### src/hdl/smst_pkg.sv
package smst_pkg;

	localparam int unsigned DefStackDepth = 64;
	localparam int unsigned DataW = 32;

	// Operation codes carried by req_type.
	localparam logic [4:0] OP_PUSH = 5'd0;
	localparam logic [4:0] OP_ADD  = 5'd1;
	localparam logic [4:0] OP_SUB  = 5'd2;
	localparam logic [4:0] OP_MUL  = 5'd3;
	localparam logic [4:0] OP_DIV  = 5'd4;
	localparam logic [4:0] OP_MOD  = 5'd5;
	localparam logic [4:0] OP_LT   = 5'd6;
	localparam logic [4:0] OP_LE   = 5'd7;
	localparam logic [4:0] OP_GT   = 5'd8;
	localparam logic [4:0] OP_GE   = 5'd9;
	localparam logic [4:0] OP_EQ   = 5'd10;
	localparam logic [4:0] OP_NE   = 5'd11;
	localparam logic [4:0] OP_NEG  = 5'd12;
	localparam logic [4:0] OP_AND  = 5'd13;
	localparam logic [4:0] OP_OR   = 5'd14;
	localparam logic [4:0] OP_NOT  = 5'd15;
	localparam logic [4:0] OP_DUP  = 5'd16;
	localparam logic [4:0] OP_DROP = 5'd17;
	localparam logic [4:0] OP_SWAP = 5'd18;
	localparam logic [4:0] OP_ROT  = 5'd19;
	localparam logic [4:0] OP_DOT  = 5'd20;

	// Status codes.
	localparam logic [1:0] ST_OK    = 2'd0;
	localparam logic [1:0] ST_UNDER = 2'd1;
	localparam logic [1:0] ST_OVER  = 2'd2;
	localparam logic [1:0] ST_DIV0  = 2'd3;

	typedef struct packed {
		logic [4:0]        req_type;
		logic signed [31:0] literal_value;
	} req_t;

	typedef struct packed {
		logic [1:0]         status;
		logic signed [31:0] top_value;
		logic [6:0]         stack_depth;
		logic signed [31:0] printed_value;
		logic               print_valid;
	} rsp_t;

	// Shift direction of the cell row.
	typedef enum logic [1:0] {SH_HOLD, SH_PUSH, SH_POP} shift_t;

	typedef struct packed {
		shift_t shift;
		logic   ld;
	} cell_ctrl_t;

endpackage

### src/hdl/smst_div.sv
module smst_div import smst_pkg::*; (
	input  logic             clk,
	input  logic             arst_n,
	input  logic             start,
	input  logic [DataW-1:0] dividend,
	input  logic [DataW-1:0] divisor,
	output logic             done,
	output logic [DataW-1:0] quot,
	output logic [DataW-1:0] rem
);
	localparam int unsigned CntW = $clog2(DataW + 1);

	logic [CntW-1:0]  cnt_q;
	logic             busy_q;
	logic             done_q;
	logic [DataW-1:0] rem_q;
	logic [DataW-1:0] quo_q;
	logic [DataW-1:0] dvs_q;
	logic [DataW:0]   trial;

	assign trial = {rem_q, quo_q[DataW-1]} - {1'b0, dvs_q};

	// Control: one quotient bit per cycle.
	always_ff @(posedge clk or negedge arst_n) begin
		if (!arst_n) begin
			cnt_q  <= '0;
			busy_q <= 1'b0;
			done_q <= 1'b0;
		end else begin
			done_q <= 1'b0;
			if (start) begin
				cnt_q  <= CntW'(DataW);
				busy_q <= 1'b1;
			end else if (busy_q) begin
				cnt_q <= cnt_q - 1'b1;
				if (cnt_q == CntW'(1)) begin
					busy_q <= 1'b0;
					done_q <= 1'b1;
				end
			end
		end
	end

	// Restoring division datapath.
	always_ff @(posedge clk) begin
		if (start) begin
			rem_q <= '0;
			quo_q <= dividend;
			dvs_q <= divisor;
		end else if (busy_q) begin
			if (!trial[DataW]) begin
				rem_q <= trial[DataW-1:0];
				quo_q <= {quo_q[DataW-2:0], 1'b1};
			end else begin
				rem_q <= {rem_q[DataW-2:0], quo_q[DataW-1]};
				quo_q <= {quo_q[DataW-2:0], 1'b0};
			end
		end
	end

	assign done = done_q;
	assign quot = quo_q;
	assign rem  = rem_q;
endmodule
### config.mk
export PLATFORM = sky130hd
export DESIGN_NAME = smst_div
export DESIGN_NICKNAME = d
export VERILOG_FILES = /design/src/hdl/smst_pkg.sv /design/src/hdl/smst_div.sv
export SDC_FILE = /design/constraint.sdc
export NUM_CORES = 1
export LEC_CHECK = 0
export BUFFER_PORTS_ARGS = -buffer_cell sky130_fd_sc_hd__clkbuf_2
export CAP_MARGIN = 5
export CORE_ASPECT_RATIO = 1.25
export CORE_UTILIZATION = 45
export DETAILED_ROUTE_END_ITERATION = 7
export PLACE_DENSITY = 0.68
export SLEW_MARGIN = 20
export SYNTH_ARGS = -nofsm -noshare
export SYNTH_HDL_FRONTEND = slang
export SYNTH_SLANG_ARGS = --single-unit
### constraint.sdc
create_clock -name clk -period 3.98 [get_ports clk]
set_input_delay 0.398 -clock clk [delete_from_list [all_inputs] [get_ports clk]]
set_output_delay 0.398 -clock clk [all_outputs]
set_load 0.01 [all_outputs]
# --- Yosys cells after proc, flatten, opt, wreduce, memory -nomap -nowiden ---
# Index checks and enable logic that the tools add are counted.
totals:
  regBits: 104
  out_inout_bits: 65
  elab_cells: 22
op_classes:
  eq_ne: 1
  mux: 12
  n_reduce_logical: 1
  add_sub_neg: 2
op_table:
  columns: ["operator", "n"]
  rows:
  - ["32-bit two-way mux", 3]
  - ["33-bit by 32-bit subtractor with 33-bit output", 1]
  - ["6-bit two-way mux", 2]
  - ["1-bit two-way mux", 7]
  - ["6-bit by 1-bit equality test with 1-bit output, second input constant", 1]
  - ["6-bit by 1-bit subtractor with 6-bit output, second input constant", 1]
  - ["2-bit nonzero test", 1]

# --- Logic depth before layout (Yosys ltp) ---
depth:
  depth_word: 4
  depth_mapped: 15
  ltp_nobuf: 13

# --- Worst setup path after synthesis ---
# OpenSTA, ideal clock, no wires.
synth_path:
  path_type: "register to register"
  from: "register quo_q[31] (netlist: quot[31])"
  to: "register rem_q[17] (netlist: rem[17])"
  n_path_buf: 1
  slack_ps: 631
  arrival_time_ps: 3258
  setup_ps: 91
  path_stages_with_launch: 15
  required_time_ps: 3889
  path_cell_list: "edfxtp_1 -> inv_1 -> ha_1 -> fa_1 -> nand2b_1 -> a21oi_2 -> o41ai_4 -> nor3_2 -> o2111ai_1 -> a21oi_2 -> a31o_1 -> buf_6 -> xnor2_2 -> or4_1 -> a311oi_1"
synth_via:
  elab_chain_len: 2
synth_lines:
  columns: ["element", "line", "source"]
  rows:
  - ["from (decl)", "smst_div.sv:17", "logic [DataW-1:0] quo_q;"]
  - ["from (signal assigned)", "smst_div.sv:48", "quo_q <= dividend;"]
  - ["from (signal assigned)", "smst_div.sv:53", "quo_q <= {quo_q[DataW-2:0], 1'b1};"]
  - ["from (signal assigned)", "smst_div.sv:56", "quo_q <= {quo_q[DataW-2:0], 1'b0};"]
  - ["33-bit by 32-bit subtractor with 33-bit output", "smst_div.sv:21", "assign trial = {rem_q, quo_q[DataW-1]} - {1'b0, dvs_q};"]
  - ["32-bit two-way mux", "smst_div.sv:51", "if (!trial[DataW]) begin"]
  - ["to (signal assigned)", "smst_div.sv:52", "rem_q <= trial[DataW-1:0];"]
  - ["to (signal assigned)", "smst_div.sv:55", "rem_q <= {rem_q[DataW-2:0], quo_q[DataW-1]};"]
  - ["to (decl)", "smst_div.sv:16", "logic [DataW-1:0] rem_q;"]
# Every way passes these cells.
# A chain may end at the register's enable or synchronous reset.

# --- Worst setup path after layout ---
layout_path:
  from: "register quo_q[31] (netlist: quot[31])"
  to: "register rem_q[7] (netlist: rem[7])"
# Same word-level chain as after synthesis.

==> results.json <==
{
  "outcome": "complete, no violations",
  "synth_seq_cells": 104,
  "critPathRequiredTime_ns": 4.23,
  "clkPwrFrac_pct": 19.2,
  "finalCritPeriodShare_pct": 89.2,
  "yosysUniqueCellTypes": 61,
  "drive_gt1_share_pct": 27.6,
  "finalMaxSlewViolations": 0,
  "p_per_area_mw_per_mm2": 700,
  "gp_congestion": 0.848,
  "firstDrtPassIters": 4,
  "cp_max_fo": 15,
  "synth_ff_type": "edfxtp_1",
  "synth_area_mm2": 0.00589,
  "fp.coreArea_mm2": 0.0127,
  "slew_headroom_pct": 52.0,
  "hold_path_depth": 1,
  "synth_edf_count": 64,
  "drtAntennaViolNets": 0,
  "placed_cells": 861,
  "fmax_mhz": 282,
  "critPathLaunchType": "register",
  "drt-initial-drc-count": 194,
  "clock_sinks": 104,
  "grt_max_degree": 72,
  "fin_cells": 878,
  "grt_antenna_before_repair": 0,
  "clock_latency_ns": 0.35,
  "p_total_mw": 4.92,
  "synth.avg_cell_area_um2": 10.1,
  "grt_pass1_wl_mm": 21.9,
  "numCtsBuffers": 9,
  "postCtsHoldBufs": 1,
  "cts_tree": "built",
  "die_y_um": 130,
  "intPower_mw": 2.92,
  "p_sw_share_pct": 40.7,
  "routed_wl_mm": 13.3,
  "ir_drop_mv": 0.315,
  "grt-ovfl-total": 0,
  "leakage_nw": 3.24,
  "netSwitchingPower_mw": 2.01,
  "cts_max_level": 3,
  "post_cts_buffers": 0,
  "cts_resized": 0,
  "totalNegativeSetupSlack_ns": 0,
  "cap_violations": 0,
  "ys_async_sr_fraction_pct": 7.69,
  "portBuffers": 131,
  "worstPathArrival_ns": 3.80,
  "period_needed_ns": 3.55,
  "critical_path_class": "reg2reg",
  "initial_core_util_pct": 46.3,
  "syn2layout_area_growth_pct": 19.5,
  "yosysSeqAreaShare_pct": 46.9,
  "layout.nets": 807,
  "hold_path.class": "in2reg",
  "setup_viol": 0,
  "dieArea_mm2": 0.0135,
  "rsz0062_at_grt": "false",
  "diodes": 0,
  "avgRoutedWirePerCell_um": 15.1,
  "rr_worst_depth": 15,
  "syn_inst": 581,
  "worst_slew_pin_slew_ns": 0.719,
  "die_w_um": 104,
  "seq_power_share_pct": 33.6,
  "cts_buffer_depth": 2,
  "yosys_warnings": 0,
  "io_pins": 132,
  "hold_viol_final": 0,
  "root_buffer": "clkbuf_16",
  "via_count": 4754,
  "grt_pass1_vias": 4588,
  "hpwl_mm": 9.72,
  "p_comb_share_pct": 47.1,
  "drc_errors": 0,
  "fin_skew_ns": 0.0109,
  "grt_usage_pct": 20.1,
  "cts.reportedPaths.clkPinSlew_ns": 0.08,
  "rows": 46,
  "endpoint_kind": "register",
  "drt-vias-per-instance": 5.41,
  "syn_nets": 683
}
## cells in the final DEF (no fill, tap or decap), types with 4 or more instances in the layout
cell and count:
clkbuf_2 130, nand2_1 80, edfxtp_1 64, nor2_1 49, inv_1 42, ha_1 34, dfxtp_1 32, mux2_2 31
a311oi_1 29, a21oi_1 23, a21o_1 19, xnor2_1 19, nor3_1 10, xor2_1 10, nand3_1 10, clkbuf_16 9
buf_4 9, o21ai_0 7, dfrtp_1 7, nand2b_1 6, and3_1 5, o21ai_1 5, o2111ai_1 4, a41oi_1 4
a211oi_1 4, o21bai_1 4, nand4_1 4
## per-stage QoR
| stage | util [%] | worst slack [ns] | hold WS [ns] | area [um^2] |
|---|---|---|---|---|
| global route | 55.3 | 0.109 | 0.199 | 7030 |
| global placement | 52.7 | 0.548 | 0.249 | 6700 |
| CTS | 55.3 | 0.381 | 0.204 | 7030 |
| floorplan | - | 0.631 | 0.102 | 5890 |
| finish | 55.3 | 0.429 | 0.216 | 7030 |
| detailed placement | 52.7 | 0.437 | 0.256 | 6700 |
## cell type report
| type | count | area [um^2] |
|---|---|---|
| tap | 168 | 210 |
| clock inverter | 7 | 97.6 |
| timing repair buffer | 140 | 728 |
| fill | 1112 | 5690 |
| multi-input combinational | 407 | 2850 |
| inverter | 43 | 161 |
| sequential | 104 | 2760 |
| clock buffer | 9 | 225 |
## path summary, 6_finish.rpt
path	start	to	slack [ns]
max in group asynchronous	arst_n	busy_q	3.34
max reg2reg	quot[31]	rem[7]	0.43
max	quot[31]	rem[7]	0.43
min reg2reg	rem[14]	rem[15]	0.51
min in group asynchronous	arst_n	done	0.43
min	divisor[1]	dvs_q[1]	0.22
## cells in the mapped netlist, drive strengths merged (2+ instances only)
cell | instances | area [um^2]
nand4 | 4 | 25.0
and2 | 3 | 18.8
a211oi | 4 | 30.0
ha | 34 | 425
nand2 | 80 | 300
nand2b | 6 | 37.5
o21bai | 4 | 30.0
and3 | 5 | 31.3
a21o | 19 | 143
nor3 | 11 | 60.1
o2111ai | 4 | 35.0
a41o | 2 | 20.0
o21a | 2 | 15.0
dfxtp | 32 | 641
edfxtp | 64 | 1920
nor2b | 3 | 18.8
or3 | 3 | 18.8
nor2 | 49 | 184
or4 | 2 | 15.0
mux2 | 31 | 349
buf | 8 | 43.8
o31ai | 3 | 22.5
a21oi | 25 | 133
o21ai | 12 | 60.1
xor2 | 11 | 104
nand3 | 10 | 50.1
nor3b | 3 | 22.5
a41oi | 4 | 35.0
a311oi | 29 | 254
a31oi | 2 | 12.5
clkbuf | 19 | 71.3
a2111oi | 2 | 17.5
or2 | 2 | 12.5
inv | 43 | 161
dfrtp | 8 | 200
xnor2 | 20 | 183
## sequential cells by signal (all words and copies together), names as in the netlist
| signal | count |
|---|---|
| dvs_q | 32 |
| busy_q | 1 |
| rem | 32 |
| done | 1 |
| cnt_q | 6 |
| quot | 32 |
## critical path, cell delays in order, from the launching register on
cell and delay [ns]:
edfxtp_1 0.36, inv_1 0.06, ha_1 0.23, fa_1 0.38, nand2b_1 0.20, a21oi_2 0.22, o41ai_4 0.13, nor3_2 0.22
o2111ai_1 0.21, a21oi_2 0.27, a31o_1 0.24, buf_4 0.17, xor2_2 0.15, buf_4 0.23, nand2_1 0.09, a311oi_1 0.28
## metal layers
layer / vias up / GRT usage [%] / wire length (um)
met5: - / 0 / 0
met4: 0 / 6.89 / 266
met3: 16 / 5.09 / 584
met2: 112 / 34.2 / 6440
met1: 2268 / 24.9 / 5960
li1: 2358 / - / -
## power groups by stage
| stage | combinational, mW | clock [mW] | sequential, mW |
|---|---|---|---|
| CTS | 2.32 | 0.970 | 1.66 |
| finish | 2.32 | 0.947 | 1.66 |
| detailed placement | 2.31 | 0 | 1.68 |
| global route | 2.59 | 1.01 | 1.70 |
| floorplan | 1.59 | 0 | 1.72 |
| global placement | 2.26 | 0 | 1.68 |
## cells by family after synthesis
logic type | after synthesis | share of synthesized area, %
buf+inv | 70 | 4.70
compound gates | 125 | 16.0
simple gates | 185 | 14.0
xor+xnor | 31 | 4.87
mux | 31 | 5.93
flops | 104 | 46.9
fa+ha+maj | 35 | 7.57
Note: power is estimated with default switching activity, not from simulation.
