## config.mk

```make
export PLATFORM = sky130hd
export DESIGN_NAME = smst_cell
export DESIGN_NICKNAME = d
export VERILOG_FILES = /design/src/hdl/smst_pkg.sv /design/src/hdl/smst_cell.sv
export SDC_FILE = /design/constraint.sdc
export NUM_CORES = 1
export LEC_CHECK = 0
export BUFFER_PORTS_ARGS = -buffer_cell sky130_fd_sc_hd__buf_2
export CAP_MARGIN = 20
export CORE_MARGIN = 3
export CORE_UTILIZATION = 48
export DETAILED_ROUTE_END_ITERATION = 12
export PLACE_DENSITY = 0.87
export SYNTH_ARGS = -nofsm -noshare
export SYNTH_HDL_FRONTEND = slang
export SYNTH_SLANG_ARGS = --single-unit
```

## constraint.sdc

```tcl
create_clock -name clk -period 3 [get_ports clk]
set_input_delay 0.6 -clock clk [delete_from_list [all_inputs] [get_ports clk]]
set_output_delay 0.6 -clock clk [all_outputs]
set_load 0.1 [all_outputs]
```

## src/hdl/smst_pkg.sv

```systemverilog
package smst_pkg;

	localparam int unsigned DefStackDepth = 64;
	localparam int unsigned DataW = 32;

	// Operation codes carried by req_type.
	localparam logic [4:0] OP_PUSH = 5'd0;
	localparam logic [4:0] OP_ADD  = 5'd1;
	localparam logic [4:0] OP_SUB  = 5'd2;
	localparam logic [4:0] OP_MUL  = 5'd3;
	localparam logic [4:0] OP_DIV  = 5'd4;
	localparam logic [4:0] OP_MOD  = 5'd5;
	localparam logic [4:0] OP_LT   = 5'd6;
	localparam logic [4:0] OP_LE   = 5'd7;
	localparam logic [4:0] OP_GT   = 5'd8;
	localparam logic [4:0] OP_GE   = 5'd9;
	localparam logic [4:0] OP_EQ   = 5'd10;
	localparam logic [4:0] OP_NE   = 5'd11;
	localparam logic [4:0] OP_NEG  = 5'd12;
	localparam logic [4:0] OP_AND  = 5'd13;
	localparam logic [4:0] OP_OR   = 5'd14;
	localparam logic [4:0] OP_NOT  = 5'd15;
	localparam logic [4:0] OP_DUP  = 5'd16;
	localparam logic [4:0] OP_DROP = 5'd17;
	localparam logic [4:0] OP_SWAP = 5'd18;
	localparam logic [4:0] OP_ROT  = 5'd19;
	localparam logic [4:0] OP_DOT  = 5'd20;

	// Status codes.
	localparam logic [1:0] ST_OK    = 2'd0;
	localparam logic [1:0] ST_UNDER = 2'd1;
	localparam logic [1:0] ST_OVER  = 2'd2;
	localparam logic [1:0] ST_DIV0  = 2'd3;

	typedef struct packed {
		logic [4:0]        req_type;
		logic signed [31:0] literal_value;
	} req_t;

	typedef struct packed {
		logic [1:0]         status;
		logic signed [31:0] top_value;
		logic [6:0]         stack_depth;
		logic signed [31:0] printed_value;
		logic               print_valid;
	} rsp_t;

	// Shift direction of the cell row.
	typedef enum logic [1:0] {SH_HOLD, SH_PUSH, SH_POP} shift_t;

	typedef struct packed {
		shift_t shift;
		logic   ld;
	} cell_ctrl_t;

endpackage

```

## src/hdl/smst_cell.sv

```systemverilog
module smst_cell import smst_pkg::*; (
	input  logic             clk,
	input  cell_ctrl_t       ctrl,
	input  logic [DataW-1:0] up_d,
	input  logic [DataW-1:0] down_d,
	input  logic [DataW-1:0] ld_d,
	output logic [DataW-1:0] q
);
	logic [DataW-1:0] val_q;

	// A load wins over the shift; otherwise a push or pop takes the neighbor's word.
	always_ff @(posedge clk) begin
		if (ctrl.ld) begin
			val_q <= ld_d;
		end else begin
			case (ctrl.shift)
				SH_PUSH: val_q <= up_d;
				SH_POP:  val_q <= down_d;
				default: val_q <= val_q;
			endcase
		end
	end

	assign q = val_q;
endmodule

```

# == Yosys cells after proc, flatten, opt, wreduce, memory -nomap -nowiden ==
# Cells that the tools add are included.
# word_totals
regBits,32
input_bits,100
out_inout_bits,32
wordCells,6
# op_classes
n_eq_ne,2
n_mux,2
reduce_logical,1
# op_table
cell,n
32-bit one-hot mux with 2 select lines,1
32-bit 2-to-1 mux,1
3-bit nonzero test,1
"2-bit by 1-bit == test with 1-bit output, second input constant",1
"2-bit == test, second input constant",1

# == Logic depth before layout (Yosys ltp) ==
# Gate-level depths: netlist (run 1).
# depth
ltp_word,3
mapped_depth,4
ltp_nobuf,2

# == Worst setup path before layout (run 1) ==
# No wires, ideal clock.
# synth_timing
path_kind,in2reg
from,in ctrl[1] (netlist bit)
to,"reg val_q[0] (netlist: q[0]), enable pin"
setup_ns,0.390
arrival_ns,1.649
t_required_ns,2.610
path_slack_ns,0.961
path_stages,2
n_path_buf,0
path_cell_list,and2b_4 or3_1
# synth_between
elab_chain_len,2
word_cells_on_any_way,3
cone_classes,2 x eq/ne; 1 x reduce/logical
# synth_rtl
item,line_no,rtl
"start, declared",smst_cell.sv:3,"input cell_ctrl_t ctrl,"
2-bit == test or 2-bit by 1-bit == test with 1-bit output (tied branches),smst_cell.sv:16,case (ctrl.shift)
3-bit nonzero test (no source line) *,--,
"end signal, assigned",smst_cell.sv:17,SH_PUSH: val_q <= up_d;
"end signal, assigned",smst_cell.sv:18,SH_POP: val_q <= down_d;
"end signal, assigned",smst_cell.sv:19,default: val_q <= val_q;
"end, declared",smst_cell.sv:9,logic [DataW-1:0] val_q;
# Mark *: on every way between the ends. The rest lies on a longest branch, timed or not.
# A chain may end at the register's enable or synchronous reset.

# == Worst setup path in the final report (run 1) ==
# layout_timing
from,in ctrl[1] (netlist bit)
to,"reg val_q[7] (netlist: q[7]), enable pin"
# Same word-level chain as after synthesis.

==> impl_metrics.env, run 1 <==
export IMPL_fillCellCount=350
export IMPL_arrival_ns=1.94
export IMPL_rsz0062_at_grt="false"
export IMPL_area_growth_pct=30.38
export IMPL_crit_path_start="ctrl[1]"
export IMPL_irDropWorstVdd_uv=230.9
export IMPL_clock_path_buffers=2
export IMPL_power_density_mw_per_mm2=528.1
export IMPL_post_cts_resized=0
export IMPL_finalSetupViolCount=0
export IMPL_post_cts_buffers=0
export IMPL_status="finished, final reports clean"
export IMPL_rows=24
export IMPL_fmax_ghz=0.5244
export IMPL_slowest_delay_ns=0.53
export IMPL_cp_slowest_cell="or3_1"
export IMPL_worst_path_stages=4
export IMPL_yosysSeqAreaShare=0.4079
export IMPL_final_seq_area_um2=960.9
export IMPL_cts_inserted_buffers=5
export IMPL_fin_crit_ns=1.907
export IMPL_via_per_inst=5.126
export IMPL_cts_tree="built"
export IMPL_setup_worst_path_start_class="input pin"
export IMPL_start_util=0.5196
export IMPL_worstHoldPathType="input pin to register"
export IMPL_drt_antenna_violating_nets=0
export IMPL_grt_usage=0.1915
export IMPL_slew_violations=0
export IMPL_synth_cell_types=17
export IMPL_io_pins=132
export IMPL_cts_root_buf="clkbuf_8"
export IMPL_wl_per_cell_um=14.96
export IMPL_crit_family="simple AND/OR/NAND/NOR gates"
export IMPL_hold_viol=0
export IMPL_crit_required_ns=3.03
export IMPL_insertedDiodeCount=0
export IMPL_crit_chain="buf_2 -> and2b_4 -> or3_1 -> buf_4"
export IMPL_tns_ns=0
export IMPL_drt_iter0_markers=80
export IMPL_syn_area_mm2=0.002356
export IMPL_die_x_um=76.06
export IMPL_drt_wl_total_um=5581
export IMPL_grt_pass1_vias=2023
export IMPL_antenna_found_initial=0
export IMPL_core_area_mm2=0.004534
export IMPL_p_leak_uw=0.001378
export IMPL_drc=0
export IMPL_dieArea_mm2=0.005785
export IMPL_nets=407
export IMPL_clkTransAtPathRegs_ns=0.06
export IMPL_dp_hpwl_um=4103
export IMPL_largest_reg_flops=32
export IMPL_crit_end="q[7]"
export IMPL_critical_path_buf_inv_count=2
export IMPL_ys_seq_elements=32
export IMPL_finalCritPeriodShare=0.6357
export IMPL_place_gp_congestion=0.7182
export IMPL_postCtsHoldBufs=0
export IMPL_syn_nets=282
export IMPL_h_tree_depth=2
export IMPL_crit_type="input pin to register"
export IMPL_endpoint_kind="register"
export IMPL_max_slew_margin=0.5632
export IMPL_drv_cap=0
export IMPL_layout_drive_gt1_share=0.5682
export IMPL_vias=1912
export IMPL_dp_cells=365
export IMPL_syn_area_per_cell_um2=12.95
export IMPL_die_y_um=76.06
export IMPL_io_buffers=131
export IMPL_final_cells=373
export IMPL_grt_max_degree=97
export IMPL_grt_pass1_wl_um=8914
export IMPL_multi_input_area_mm2=0.001114
export IMPL_max_slew_worst_pin_slew_ns=0.6551
export IMPL_drt_pre_antenna_iters=4
export IMPL_critPathMaxFanout=22
export IMPL_netlist_instances=182
export IMPL_clkSinkCount=32
export IMPL_gr_total_overflow=0
export IMPL_synth_warnings=0
-- cell usage in the layout, fill, tap and decap left out, drive strengths merged --
cell / count
clkinv: 1
buf: 137
edfxtp: 32
clkbuf: 7
and2b: 1
o311ai: 32
nand2: 32
nand4bb: 32
inv: 32
or3: 1
nor2b: 1
-- Yosys cell counts, drive strengths merged --
cell / n / area, um^2
nor2b: 1 / 6.260
edfxtp: 32 / 960.9
and2b: 1 / 10.01
nand4bb: 32 / 360.4
or3: 1 / 6.260
buf: 14 / 106.4
o311ai: 32 / 605.6
dlygate4sd1: 2 / 17.52
dlymetal6s2s: 3 / 37.54
nand2: 32 / 125.1
inv: 32 / 120.1
-- worst min path at each step --
stage	from	slack [ns]	depth (start not counted)	end
after floorplan	ld_d[30]	0.80	2	q[30]
after global placement	ld_d[8]	0.91	3	q[8]
after CTS	ld_d[8]	0.62	3	q[8]
after detailed placement	ld_d[8]	0.91	3	q[8]
after global routing	ld_d[29]	0.64	3	q[29]
final	ld_d[8]	0.63	3	q[8]
-- report_power, final --
| part | internal (uW) | leakage, uW | switching [uW] |
|---|---|---|---|
| Combinational | 164 | 0.00101 | 575 |
| Clock | 161 | 0.0000399 | 144 |
| Sequential | 563 | 0.000328 | 14.4 |
| Total | 889 | 0.00138 | 733 |
-- logic make-up after synthesis --
logic type	after synthesis	share of synthesized area
AND/OR/NAND/NOR	67	0.2156
buffers and inverters	51	0.1195
flip-flops	32	0.4079
AO/OA/AOI/OAI	32	0.2570
-- through the flow --
step	hold WS [ns]	power [uW]	worst slack, ns	cell area, um^2	utilization
after floorplan	0.8048	1191	0.9612	2356	-
after global placement	0.9099	1322	0.8492	2992	0.6598
after detailed placement	0.9111	1331	0.7859	2992	0.6598
after CTS	0.6202	1637	1.098	3072	0.6774
after global routing	0.6371	1676	1.026	3072	0.6774
final	0.6285	1622	1.093	3072	0.6774
-- layout make-up --
class                           count  area share
Sequential cell                    32      0.3128
Inverter                           32     0.03910
Clock buffer                        7     0.02485
Tap cell                           65     0.02648
Multi-Input combinational cell     99      0.3625
Clock inverter                      1    0.001222
Timing Repair Buffer              137      0.2330
-- routing by layer --
layer | track usage | vias up | part of all wire
met5 | 0 | - | 0
met1 | 0.2027 | 866 | 0.40
li1 | - | 941 | -
met3 | 0.05556 | 15 | 0.079
met2 | 0.3413 | 90 | 0.49
met4 | 0.1051 | 0 | 0.030
Power figures use the tool's default switching activity.
==> inputs of run 2 (changes only) <==
CORE_UTILIZATION = 45   (was 48)
PLACE_DENSITY = 0.82   (was 0.87)
clock period = 1.9 ns   (was 3 ns; I/O delays follow)
==> impl_metrics.env, run 2 (synthesis results as in run 1) <==
export IMPL_place_gp_congestion=0.7429
export IMPL_cts_root_buf="clkbuf_8"
export IMPL_hold_viol=0
export IMPL_slew_violations=0
export IMPL_crit_family="buffers and inverters"
export IMPL_final_util=0.6374
export IMPL_worstHoldPathType="input pin to register"
export IMPL_start_util=0.4828
export IMPL_dieArea_mm2=0.006140
export IMPL_largest_reg_flops=32
export IMPL_tns_ns=0
export IMPL_cp_slowest_cell="buf_2"
export IMPL_clkTransAtPathRegs_ns=0.07
export IMPL_drt_wl_total_um=5704
export IMPL_irDropWorstVdd_uv=373.1
export IMPL_fin_crit_ns=1.434
export IMPL_antenna_found_initial=0
export IMPL_insertedDiodeCount=0
export IMPL_via_per_inst=5.090
export IMPL_core_area_mm2=0.004880
export IMPL_whs_path_depth=3
export IMPL_io_pins=132
export IMPL_worst_path_stages=1
export IMPL_rsz0062_at_grt="false"
export IMPL_nets=410
export IMPL_layout_drive_gt1_share=0.5756
export IMPL_critical_path_buf_inv_count=1
export IMPL_vias=1924
export IMPL_fmax_ghz=0.6973
export IMPL_arrival_ns=1.05
export IMPL_grt_usage=0.1873
export IMPL_h_tree_depth=2
export IMPL_endpoint_kind="output port"
export IMPL_drt_iter0_markers=64
export IMPL_die_x_um=78.36
export IMPL_max_slew_worst_pin_slew_ns=0.5025
export IMPL_post_cts_resized=0
export IMPL_drt_antenna_violating_nets=0
export IMPL_final_cells=378
export IMPL_clkSinkCount=32
export IMPL_finalCritPeriodShare=0.7548
export IMPL_crit_chain="buf_2"
export IMPL_p_leak_uw=0.001402
export IMPL_cts_tree="built"
export IMPL_area_growth_pct=32.02
export IMPL_io_buffers=131
export IMPL_dp_hpwl_um=4339
export IMPL_cts_inserted_buffers=5
export IMPL_drv_cap=0
export IMPL_clock_path_buffers=2
export IMPL_drt_pre_antenna_iters=4
export IMPL_mostFrequentLayoutCells="130 x buf_2, 32 x inv_1, 32 x nand4bb_1, 32 x edfxtp_1, 30 x nand2_1"
export IMPL_crit_required_ns=1.52
export IMPL_crit_type="register to output port"
export IMPL_wl_per_cell_um=15.09
export IMPL_power_density_mw_per_mm2=869.3
export IMPL_finalSetupViolCount=0
export IMPL_post_cts_buffers=0
export IMPL_dp_cells=370
export IMPL_critPathMaxFanout=1
export IMPL_setup_worst_path_start_class="register"
export IMPL_max_slew_margin=0.6673
export IMPL_drc=0
export IMPL_die_y_um=78.36
export IMPL_rows=25
export IMPL_postCtsHoldBufs=0
export IMPL_grt_pass1_vias=1958
export IMPL_gr_total_overflow=0
export IMPL_grt_pass1_wl_um=9101
export IMPL_slowest_delay_ns=0.43
export IMPL_grt_max_degree=39
export IMPL_status="finished, final reports clean"
export IMPL_layout_commonest_cell="buf_2"
## run 2: changes by cell type in the layout (fill, tap and decap cells not counted), sizes merged
cell    before  now
clkinv       1    2
bufinv       0    1
buf        137  140
clkbuf       7    5
## run 2: final timing paths
kind	startpoint	to
max	q[26]	q[26]
min	ld_d[9]	q[9]
## run 2: layer usage
layer,global-route usage,part of all wire,vias to the layer above
li1,-,-,949
met1,0.2170,0.40,886
met2,0.3433,0.53,84
met3,0.03784,0.068,5
met4,0.06119,0.0096,0
met5,0,0,-
## run 2: area by class of cell
cell class	count	area, um^2
flip-flops and latches	32	960.9
multi-input cells	99	1114
fillers	392	1769
clock inverters	3	37.54
well taps	67	83.83
clock buffers	5	68.82
repair buffers	140	725.7
inverters	32	120.1
## run 2: metrics by stage
step           hold WS [ns]  setup WS (ns)  cell area [um^2]  power [uW]
2_1_floorplan        0.5848        0.08120              2356        1880
3_3_place_gp         0.6899         0.3673              3004        2091
3_5_place_dp         0.6914         0.3294              3004        2103
4_1_cts              0.3960         0.4494              3110        2728
5_1_grt              0.3975         0.4315              3110        2798
6_report             0.4028         0.4660              3110        2704
## run 2: power by group
part           switching (uW)  internal [uW]
clock                     241            382
sequential               26.3            889
combinational             905            261
==> inputs of run 3 (changes only) <==
CORE_UTILIZATION = 41   (was 45)
PLACE_DENSITY = 0.79   (was 0.82)
clock period = 1.2 ns   (was 1.9 ns; I/O delays follow)
==> impl_metrics.env, run 3 (synthesis results as in run 1) <==
export IMPL_whs_path_depth=3
export IMPL_drt_pre_antenna_iters=4
export IMPL_nets=420
export IMPL_clockPowerShare=0.165
export IMPL_critPathMaxFanout=1
export IMPL_arrival_ns=0.90
export IMPL_postCtsHoldBufs=0
export IMPL_io_buffers=131
export IMPL_whs_endpoint="q[7]"
export IMPL_clkTransAtPathRegs_ns=0.06
export IMPL_dp_hpwl_um=4974
export IMPL_power_total_uw=4662
export IMPL_wl_per_cell_um=15.82
export IMPL_io_pins=132
export IMPL_fmax_ghz=0.8773
export IMPL_endpoint_kind="output port"
export IMPL_cts_inserted_buffers=5
export IMPL_dieArea_mm2=0.006692
export IMPL_clkSinkCount=32
export IMPL_slowest_delay_ns=0.43
export IMPL_worstHoldStart="ld_d[7]"
export IMPL_final_area_mm2=0.003686
export IMPL_insertedDiodeCount=0
export IMPL_cts_root_buf="clkbuf_8"
export IMPL_power_density_mw_per_mm2=1265
export IMPL_intPower_uw=2720
export IMPL_dpl_instance_area_mm2=0.003606
export IMPL_rsz0062_at_grt="false"
export IMPL_start_util=0.4416
export IMPL_h_tree_depth=2
export IMPL_tns_ns=0
export IMPL_combPwrFrac=0.505
export IMPL_busiest_layer="met2"
export IMPL_drc=0
export IMPL_slew_violations=0
export IMPL_place_gp_congestion=0.7624
export IMPL_drt_wl_total_um=6184
export IMPL_crit_type="register to output port"
export IMPL_area_growth_pct=56.45
export IMPL_layout_drive_gt1_share=0.5888
export IMPL_post_cts_resized=0
export IMPL_die_x_um=81.81
export IMPL_drt_antenna_violating_nets=0
export IMPL_crit_chain="buf_12"
export IMPL_use_met1=0.1920
export IMPL_grt_usage=0.1910
export IMPL_rows=26
export IMPL_gr_usage_met3=0.04276
export IMPL_p_sw_frac=0.4164
export IMPL_hold_viol=0
export IMPL_gr_total_overflow=0
export IMPL_setup_worst_path_start_class="register"
export IMPL_finalCritPeriodShare=0.9499
export IMPL_drv_cap=0
export IMPL_switching_power_uw=1941
export IMPL_via_per_inst=5.107
export IMPL_post_cts_buffers=0
export IMPL_whs_ns=0.2710
export IMPL_critical_path_buf_inv_count=1
export IMPL_core_area_mm2=0.005335
export IMPL_cts_tree="built"
export IMPL_antenna_found_initial=0
export IMPL_p_seq_frac=0.331
export IMPL_status="finished, final reports clean"
export IMPL_layout_commonest_cell="buf_2"
export IMPL_irDropWorstVdd_uv=695.2
export IMPL_max_slew_worst_pin_slew_ns=0.4295
export IMPL_vias=1997
export IMPL_finalSetupViolCount=0
export IMPL_fin_crit_ns=1.140
export IMPL_crit_family="flip-flops"
export IMPL_crit_required_ns=0.96
export IMPL_grt_max_degree=36
export IMPL_grt_pass1_vias=2056
export IMPL_cp_slowest_cell="edfxtp_1"
export IMPL_largest_reg_flops=32
export IMPL_die_y_um=81.81
export IMPL_clock_path_buffers=2
export IMPL_max_slew_margin=0.7137
export IMPL_mostFrequentLayoutCells="98 x buf_2, 35 x buf_12, 32 x inv_1, 32 x nand4bb_1, 32 x edfxtp_1"
export IMPL_drt_iter0_markers=97
export IMPL_met2_usage=0.3675
export IMPL_worstHoldPathType="input pin to register"
export IMPL_p_leak_uw=0.001619
export IMPL_grt_pass1_wl_um=9480
[run 3: changes by cell type in the layout (fill, tap and decap cells not counted)]
cell       change
buf_12        +35
buf_2         -32
buf_4          +7
clkbuf_1       +2
bufinv_16      -1
clkinv_1       -1
or3_1          -1
or3_4          +1
[run 3: worst max path at each step]
stage | startpoint | endpoint | cells after the start
after global routing | ctrl[2] | q[6] | 4
after floorplan | ctrl[1] | q[0] | 2
after detailed placement | ctrl[2] | q[15] | 3
final | q[26] | q[26] | 1
after global placement | ctrl[1] | q[8] | 3
after CTS | q[19] | q[19] | 1
[run 3: layout make-up]
| cell class | instances | area (um^2) |
|---|---|---|
| Multi-Input combinational cell | 99 | 1119 |
| Clock inverter | 1 | 3.754 |
| Timing Repair Buffer | 150 | 1319 |
| Clock buffer | 7 | 76.32 |
| Fill cell | 388 | 1649 |
| Sequential cell | 32 | 960.9 |
| Tap cell | 70 | 87.58 |
| Inverter | 32 | 120.1 |
[run 3: metrics by stage]
step | setup slack (ns) | util | std cells
2_1_floorplan | -0.05624 | - | 182
3_3_place_gp | -0.2076 | 0.6759 | 383
3_5_place_dp | -0.2255 | 0.6759 | 383
4_1_cts | 0.04966 | 0.6909 | 391
5_1_grt | 0.003731 | 0.6909 | 391
6_report | 0.06015 | 0.6909 | 391
[run 3: power by group through the flow]
stage	clock (uW)	sequential (uW)	combinational, uW
floorplan	0	2560	418
global placement	0	1560	2340
detailed placement	0	1570	2370
CTS	788	1540	2370
global route	841	1550	2440
finish	768	1540	2350
[run 3: metal layers]
metal / vias up / wire length (um)
li1: 966 / -
met1: 928 / 2080
met2: 89 / 3443
met3: 14 / 488
met4: 0 / 171
met5: - / 0
